**src/rtl/core/pcmt_pkg.sv**
```systemverilog
// Shared types and constants of the proxy client mapping table.
package pcmt_pkg;

  // Table size and the widths derived from it.
  localparam int unsigned ENTRIES = 256;
  localparam int unsigned IDX_W   = (ENTRIES > 1) ? $clog2(ENTRIES) : 1;

  // Field widths fixed by the interface.
  localparam int unsigned ADDR_W   = 32;
  localparam int unsigned PORT_W   = 16;
  localparam int unsigned ID_W     = 9;
  localparam int unsigned STATUS_W = 3;
  localparam int unsigned FUNC_W   = 2;

  // Reset value of the base proxy port register.
  localparam logic [PORT_W-1:0] BASE_PORT_RST = PORT_W'(12345);

  // Operation codes.
  typedef enum logic [FUNC_W-1:0] {
    FUNC_LOOKUP_SRC   = 2'd0,
    FUNC_LOOKUP_PROXY = 2'd1,
    FUNC_ADD          = 2'd2,
    FUNC_REMOVE       = 2'd3
  } func_e;

  // Result status codes.
  localparam logic [STATUS_W-1:0] ST_OK        = 3'd0;
  localparam logic [STATUS_W-1:0] ST_NOT_FOUND = 3'd1;
  localparam logic [STATUS_W-1:0] ST_ZERO_KEY  = 3'd2;
  localparam logic [STATUS_W-1:0] ST_DUPLICATE = 3'd3;
  localparam logic [STATUS_W-1:0] ST_FULL      = 3'd4;

  // Search token that walks the row of cells, one cell per cycle.
  typedef struct packed {
    logic              valid;
    logic [ADDR_W-1:0] addr;
    logic [PORT_W-1:0] port;
    logic              tgt_ok;
    logic [IDX_W-1:0]  tgt_idx;
    logic              tgt_used;
    logic [ADDR_W-1:0] hit_addr;
    logic [PORT_W-1:0] hit_port;
    logic              match_found;
    logic [IDX_W-1:0]  match_idx;
    logic              free_found;
    logic [IDX_W-1:0]  free_idx;
  } token_t;

  // Slot update broadcast to every cell.
  typedef struct packed {
    logic              en;
    logic              set;
    logic [IDX_W-1:0]  idx;
    logic [ADDR_W-1:0] addr;
    logic [PORT_W-1:0] port;
  } slot_wr_t;

endpackage

```
**src/rtl/core/pcmt_cell.sv**
```systemverilog
// One table slot: holds a client key and inspects the passing search token.
module pcmt_cell
  import pcmt_pkg::*;
(
  input  logic             clk_i,
  input  logic             rst_ni,
  input  logic [IDX_W-1:0] cell_idx_i,
  input  slot_wr_t         wr_i,
  input  token_t           tok_i,
  output token_t           tok_o
);

  logic              used_q, used_d;
  logic [ADDR_W-1:0] addr_q, addr_d;
  logic [PORT_W-1:0] port_q, port_d;
  logic              tok_vld_q;
  token_t            tok_d, tok_q;
  logic              wr_hit;
  logic              key_match;

  // Slot update from the controller.
  assign wr_hit = wr_i.en && (wr_i.idx == cell_idx_i);

  always_comb begin
    used_d = used_q;
    addr_d = addr_q;
    port_d = port_q;
    if (wr_hit) begin
      used_d = wr_i.set;
      if (wr_i.set) begin
        addr_d = wr_i.addr;
        port_d = wr_i.port;
      end
    end
  end

  // Update the token with what this slot contributes.
  assign key_match = used_q && (addr_q == tok_i.addr) && (port_q == tok_i.port);

  always_comb begin
    tok_d = tok_i;
    if (key_match && !tok_i.match_found) begin
      tok_d.match_found = 1'b1;
      tok_d.match_idx   = cell_idx_i;
    end
    if (!used_q && !tok_i.free_found) begin
      tok_d.free_found = 1'b1;
      tok_d.free_idx   = cell_idx_i;
    end
    if (tok_i.tgt_ok && (tok_i.tgt_idx == cell_idx_i)) begin
      tok_d.tgt_used = used_q;
      tok_d.hit_addr = addr_q;
      tok_d.hit_port = port_q;
    end
  end

  // Used flag and token valid are control state.
  always_ff @(posedge clk_i or negedge rst_ni) begin
    if (!rst_ni) begin
      used_q    <= 1'b0;
      tok_vld_q <= 1'b0;
    end else begin
      used_q    <= used_d;
      tok_vld_q <= tok_i.valid;
    end
  end

  // Stored key and token payload.
  always_ff @(posedge clk_i) begin
    addr_q <= addr_d;
    port_q <= port_d;
    tok_q  <= tok_d;
  end

  always_comb begin
    tok_o       = tok_q;
    tok_o.valid = tok_vld_q;
  end

endmodule

```
**config.mk**
```make
export PLATFORM = sky130hd
export DESIGN_NAME = pcmt_cell
export DESIGN_NICKNAME = d
export VERILOG_FILES = /design/src/rtl/core/pcmt_pkg.sv /design/src/rtl/core/pcmt_cell.sv
export SDC_FILE = /design/constraint.sdc
export NUM_CORES = 1
export LEC_CHECK = 0
export BUFFER_PORTS_ARGS = -buffer_cell sky130_fd_sc_hd__buf_2
export CORE_ASPECT_RATIO = 1.5
export CORE_MARGIN = 2
export CORE_UTILIZATION = 35
export CTS_CLUSTER_DIAMETER = 100
export DETAILED_ROUTE_END_ITERATION = 12
export GPL_TIMING_DRIVEN = 1
export PLACE_DENSITY = 0.7
export SYNTH_ARGS = -nofsm -noshare
export SYNTH_HDL_FRONTEND = slang
export SYNTH_SLANG_ARGS = --single-unit
```
**constraint.sdc**
```tcl
create_clock -name clk_i -period 1.8 [get_ports clk_i]
set_input_delay 0.27 -clock clk_i [delete_from_list [all_inputs] [get_ports clk_i]]
set_output_delay 0.27 -clock clk_i [all_outputs]
set_load 0.02 [all_outputs]
```
==> Yosys cells after proc, flatten, opt, wreduce, memory -nomap -nowiden <==
Index checks and enable logic that the tools add are counted.
{ "word_totals": {"regBits": 174, "latch_bits": 0, "mem_bits_rw": 0, "rom_bits": 0, "input_bits": 193, "output_inout_bits": 125, "memories": 0} }
{ "classes": {"add_sub_neg": 0, "n_mul": 0, "div_mod_pow": 0, "order_cmp": 0, "eq_ne": 4, "n_shift": 0, "muxes": 3, "bitwise": 0, "n_reduce_logical": 10} }
{ "ops": {"columns": ["cell", "count"], "rows": [
  ["49-bit 2-to-1 mux", 1],
  ["32-bit equality test", 1],
  ["16-bit equality test", 1],
  ["8-bit equality test", 2],
  ["8-bit 2-to-1 mux", 2],
  ["1-bit logical AND", 6],
  ["1-bit logical NOT", 3],
  ["2-bit AND reduction", 1]
]} }

==> Depth between registers and ports, before layout <==
Gate-level depths: netlist of run 1.
{ "depth": {"ltp_word": 5, "mapped_depth": 7, "ltp_nobuf": 5} }

==> Worst setup path before layout of run 1 <==
Ideal clock, no wire load.
{ "synth_path": {"kind": "in2reg", "start": "input port cell_idx_i[5]", "end": "register addr_q[0], enable pin", "setup_time_ns": 0.574, "arrival_ns": 5.205, "required_time_ns": 1.226, "slack_ns": -3.980, "cell_stages": 3, "path_cell_list": "xnor2_1 -> nand3_1 -> nor4_1"} }
{ "synth_via": {"elab_chain_cells": 3} }
{ "synth_lines": {"columns": ["item", "line", "source"], "rows": [
  ["start: declaration", "pcmt_cell.sv:7", "input logic [IDX_W-1:0] cell_idx_i,"],
  ["8-bit equality test", "pcmt_cell.sv:22", "assign wr_hit = wr_i.en && (wr_i.idx == cell_idx_i);"],
  ["1-bit logical AND", "pcmt_cell.sv:22", null],
  ["2-bit AND reduction (no line)", null, null],
  ["end signal: assignment", "pcmt_cell.sv:70", "addr_q <= addr_d;"],
  ["end: declaration", "pcmt_cell.sv:14", "logic [ADDR_W-1:0] addr_q, addr_d;"]
]} }
Every way passes these cells.
A chain may end at the register's enable or synchronous reset.

==> impl_metrics.tcl, run 1 <==
set metrics [dict create \
    first_global_vias 4599 \
    final_core_util 0.560 \
    io_pins 318 \
    violations "setup timing" \
    drive_above_1_share 0.568 \
    synth_area_leaders "dfxtp_1 (45%), edfxtp_1 (26%), mux2_2 (11%)" \
    ys_types 21 \
    nNetsFinal 941 \
    max_clock_freq_mhz 524 \
    syn_inst 339 \
    syn2layout_area_growth_pct 57.9 \
    via_per_inst 4.39 \
    clk_pin_slew_worst_paths_ps 70 \
    place.port_buffers 317 \
    synth_compound_area_frac 0.00137 \
    fin_ws_ps -110 \
    finalWirelength_mm 15.9 \
    r2r_cells 7 \
    hold_depth 1 \
    pwr-share-comb 0.110 \
    place_hpwl_mm 12.1 \
    swShare 0.246 \
    setup_violations 8 \
    holdCritStartpoint "tok_i[76]" \
    ff2ff_setup_slack_ps -110 \
    synth_commonest_cells "dfxtp_1 (124), xnor2_1 (56), mux2_2 (55)" \
    wl_per_cell_um 16.5 \
    hold_end "tok_o[76]" \
    clock_path_buffers 2 \
    dieHeight_um 157 \
    synth_edf_count 48 \
    grt_max_degree 50 \
    min_period_ps 1910 \
    ant_nets 0 \
    path_class "flip-flop to flip-flop" \
    antenna_found_initial 0 \
    hold_violations 0 \
    syn_nets 532 \
    syn_avg_cell_area_um2 16.2 \
    synth-simple-area-share 0.0317 \
    yosysMostFrequentCell "dfxtp_1" \
    timing.rr.start "addr_q[9]" \
    instances_no_fill 964 \
    ys_seq_area_frac 0.723 \
    worst_setup_path_start_kind "flip-flop" \
    ys.flop_type "dfxtp_1" \
    die_w_um 106 \
    cts_setup_buffers 0 \
    rsz0062_at_grt "yes" \
    grt_usage 0.186 \
    dr.pass1.iters 4 \
    synthMuxAreaShare 0.133 \
    synth_top_family_by_area "multiplexers" \
    critPathMaxFanout 9 \
    switchingPower_uw 2110 \
    clockRootBuffer "clkbuf_16" \
    hp-class "input port to flip-flop" \
    synth_top_area_share 0.452 \
    fillers 1325 \
    p_int_uw 6470 \
    drt-initial-drc-count 158 \
    initial_utilization 0.355 \
    ir_drop_v 0.000566 \
    ctsHtreeMaxLevel 4 \
    slew_headroom 0.651 \
    synthXorXnorAreaFrac 0.102 \
    async_flop_share 0.0115 \
    cts_buffers 17 \
    overflow 0 \
    die_area_mm2 0.0167 \
    drc 0 \
    required_ps 2100 \
    grt_pass1_wl_mm 23.4 \
    status "finished, violations left" \
    antennaDiodeCount 0 \
    synth_warnings 0 \
    core_area_mm2 0.0155 \
    power_frac_seq 0.492 \
    max-cap-violations 0 \
    synth_area_mm2 0.00549 \
    cts_tree "done" \
    p_leak_uw 0.00383 \
    gp_congestion 0.830 \
    final-max-slew-violation-count 0 \
    fin_worst_skew_ps 14.8 \
    synth_fa_ha_area_frac 0 \
    critPathCaptureType "flip-flop" \
    post-route-period-util 1.06 \
    vias 4230 \
    cts_sinks 174 \
    clk_latency_ps 410 \
    power_frac_clock 0.398 \
    regToRegEndpoint "tok_o[12]" \
    powerDensity_mw_per_mm2 989 \
    synth-seq-cells 174 \
    rows 56 \
    synth_top_area_cell "dfxtp_1" \
    cp.arrival_ps 2210 \
    worst_pin_slew_ps 522 \
    dp.cells 875 \
]
cells in the final DEF, fill, tap and decap left out, drive strengths merged:
master and count:
buf 339, nor4b 1, clkbuf 18, dfxtp 124, dlygate4sd3 57, xnor2 56, nand2 1, mux2 65
edfxtp 48, inv 10, nor4 5, xor2 8, o31ai 1, nand3 3, clkinv 3, nor2 1
nand2b 3, nand4 13, nor3 1, dfrtp 2, clkinvlp 2
cell type report:
cell class / count / area (um2) / share of cell area
Timing Repair Buffer: 396 / 2350 / 0.271
Multi-Input combinational cell: 158 / 1540 / 0.178
Inverter: 1 / 3.75 / 0.000433
Tap cell: 203 / 254 / 0.0293
Sequential cell: 174 / 3970 / 0.458
Clock buffer: 18 / 429 / 0.0495
Clock inverter: 14 / 123 / 0.0141
worst max-delay path: stages (launching register included):
cell,delay (ps)
edfxtp_1,410
xnor2_1,150
nand4_1,190
nor4_4,330
buf_4,150
nand4_1,100
buf_6,190
mux2_2,280
timing repair:
item | 4_1_cts | 5_1_grt
cloned | 0 | 0
resized for setup | 3 | 1
pin swaps | 2 | 0
setup endpoints to repair | 9 | 9
endpoints found under the hold margin | 58 | 0
hold buffers | 57 | 0
worst max path at each step:
| stage | from | cells past startpoint | endpoint | slack, ps |
|---|---|---|---|---|
| 2_1_floorplan | cell_idx_i[6] | 3 | addr_q[0] | -830 |
| 3_3_place_gp | addr_q[9] | 7 | tok_o[10] | -290 |
| 3_5_place_dp | tok_i[106] | 8 | tok_o[16] | -320 |
| 4_1_cts | port_q[10] | 7 | tok_o[12] | -220 |
| 5_1_grt | port_q[8] | 7 | tok_o[12] | -260 |
| 6_report | addr_q[9] | 7 | tok_o[12] | -110 |
per-layer routing:
layer	vias to the layer above	part of all wire	track usage
met5	-	0	0
met4	0	0.037	0.0902
met3	33	0.073	0.0559
met2	231	0.55	0.346
met1	1956	0.34	0.187
li1	2010	-	-
state kept, by name (all words and copies together), names as in the netlist:
register	cells
tok_o	124
addr_q	32
port_q	16
tok_vld_q	1
used_q	1
metrics by stage:
step / hold slack (ps) / TNS (ps) / worst slack (ps) / power (uW) / instance area, um2
floorplan: -25.6 / -40660 / -832 / 4690 / 5530
global placement: 59.0 / -15240 / -292 / 5130 / 7530
detailed placement: 63.5 / -15850 / -319 / 5160 / 7530
CTS: 2.84 / -1700 / -216 / 8680 / 8670
global route: 0.898 / -2040 / -255 / 8900 / 8670
finish: 22.9 / -793 / -110 / 8580 / 8670
power by group through the flow:
stage	sequential (uW)	combinational, uW	clock, uW
floorplan	4510	179	0
global route	4230	1010	3670
CTS	4220	947	3510
finish	4220	944	3420
global placement	4300	833	0
detailed placement	4310	849	0
kinds of logic (layout without fill, tap and decap cells):
family                 count (synthesis)  after routing
XOR/XNOR                              64             64
flip-flops                           174            174
AND/OR/NAND/NOR                       28             28
multiplexers                          65             65
buffers and inverters                  7            429
AO/OA/AOI/OAI                          1              1
Note: power is estimated with default switching activity, not from simulation.
==> run 2: changes to the inputs <==
- clock period: 1.8 -> 2.3 ns (I/O delays scaled with it)
==> impl_metrics.tcl, run 2 (synthesis results as in run 1) <==
set metrics [dict create \
    status "complete, no violations" \
    syn2layout_area_growth_pct 46.0 \
    power_frac_seq 0.487 \
    first_global_vias 4280 \
    holdCritStartpoint "tok_i[124]" \
    power_frac_clock 0.416 \
    critPathMaxFanout 9 \
    hp-class "input port to flip-flop" \
    cts_setup_buffers 0 \
    drt-initial-drc-count 118 \
    overflow 0 \
    worst_setup_path_start_kind "flip-flop" \
    largest_register_ffs 124 \
    clock_path_buffers 2 \
    hold_depth 1 \
    max_clock_freq_mhz 498 \
    timing.rr.start "addr_q[9]" \
    ir_drop_v 0.000336 \
    vias 3940 \
    post-route-period-util 0.874 \
    layout_commonest_cell "buf_2" \
    grt_pass1_wl_mm 21.8 \
    path_cells "xnor2_1 > nand4_1 > nor4_2 > buf_4 > nand4_1 > buf_4 > mux2_2" \
    r2r_cells 7 \
    path_class "flip-flop to flip-flop" \
    dr.pass1.iters 6 \
    cp_slowest_stage_delay_ps 430 \
    hold_violations 0 \
    ff2ff_setup_slack_ps 290 \
    die_w_um 106 \
    rsz0062_at_grt "no" \
    regToRegEndpoint "tok_o[15]" \
    setup_violations 0 \
    cts_tree "done" \
    fin_worst_skew_ps 12.7 \
    core_area_mm2 0.0155 \
    p_total_uw 6770 \
    clk_pin_slew_worst_paths_ps 70 \
    place.port_buffers 317 \
    worst_pin_slew_ps 489 \
    min_period_ps 2010 \
    p_leak_uw 0.00353 \
    grt_usage 0.175 \
    nNetsFinal 869 \
    critPathCaptureType "flip-flop" \
    grt_max_degree 50 \
    dp.cells 859 \
    drc 0 \
    final-max-slew-violation-count 0 \
    die_area_mm2 0.0167 \
    instances_no_fill 892 \
    pwr-share-comb 0.096 \
    clk_latency_ps 420 \
    finalWirelength_mm 15.0 \
    swShare 0.250 \
    clockRootBuffer "clkbuf_16" \
    cts_sinks 174 \
    slew_headroom 0.673 \
    drive_above_1_share 0.604 \
    antenna_found_initial 1 \
    required_ps 2600 \
    dieHeight_um 157 \
    p_int_uw 5080 \
    powerDensity_mw_per_mm2 844 \
    initial_utilization 0.355 \
    ctsHtreeMaxLevel 4 \
    place_hpwl_mm 12.1 \
    cts_buffers 17 \
    wl_per_cell_um 16.9 \
    ant_nets 0 \
    hold_end "tok_vld_q" \
    via_per_inst 4.42 \
    layout_common_cells "buf_2 (317), dfxtp_1 (124), mux2_2 (55), xnor2_1 (53), edfxtp_1 (48)" \
    gp_congestion 0.822 \
    cp.arrival_ps 2310 \
    switchingPower_uw 1690 \
    antennaDiodeCount 0 \
    io_pins 318 \
    rows 56 \
    slowest_stage "edfxtp_1" \
    max-cap-violations 0 \
]
## run 2: what timing repair did
| item | 4_1_cts | 5_1_grt |
|---|---|---|
| gates resized for setup | 0 | 1 |
| endpoints found under the hold margin | 2 | 0 |
| hold buffers | 1 | 0 |
| endpoints found under the setup margin | 0 | 7 |
## run 2: routing by layer
| layer | track usage | share of wire | up-vias |
|---|---|---|---|
| li1 | - | - | 1864 |
| met1 | 0.173 | 0.34 | 1842 |
| met2 | 0.325 | 0.55 | 201 |
| met3 | 0.0542 | 0.078 | 31 |
| met4 | 0.0902 | 0.034 | 2 |
| met5 | 0 | 0.00060 | - |
## run 2: cell type report
cell class | instances | area, um2
Fill cell | 1399 | 7470
Clock buffer | 18 | 450
Clock inverter | 14 | 143
Sequential cell | 174 | 3970
Multi-Input combinational cell | 158 | 1530
Inverter | 1 | 3.75
Timing Repair Buffer | 324 | 1670
Tap cell | 203 | 254
## run 2: how the worst max path moves through the flow
| stage | startpoint | to | cells after the start |
|---|---|---|---|
| final | addr_q[9] | tok_o[15] | 7 |
| after global routing | addr_q[29] | tok_o[15] | 7 |
| after CTS | addr_q[29] | tok_o[15] | 7 |
| after floorplan | cell_idx_i[6] | addr_q[0] | 3 |
| after detailed placement | tok_i[121] | tok_o[10] | 8 |
| after global placement | tok_i[121] | tok_o[13] | 8 |
## run 2: critical path, delay by kind of cell, from the launching register on
family        cells  cell delay, ps
xor+xnor          1             160
buf+inv           2             380
simple gates      3             630
mux               1             290
flops             1             430
## run 2: power by group through the flow
stage | logic (uW) | clock network [uW] | registers [uW]
floorplan | 140 | 0 | 3530
global placement | 645 | 0 | 3370
detailed placement | 657 | 0 | 3370
CTS | 661 | 2890 | 3300
global route | 697 | 3010 | 3310
finish | 653 | 2820 | 3300
## run 2: stage by stage
stage,area [um2],TNS (ps),worst slack (ps),hold WS [ps],utilization
2_1_floorplan,5530,-19830,-407,49.4,-
3_3_place_gp,7410,0,150,134,0.478
3_5_place_dp,7410,0,100,138,0.478
4_1_cts,8010,0,120,16.3,0.517
5_1_grt,8020,0,120,17.0,0.518
6_report,8020,0,290,37.5,0.518
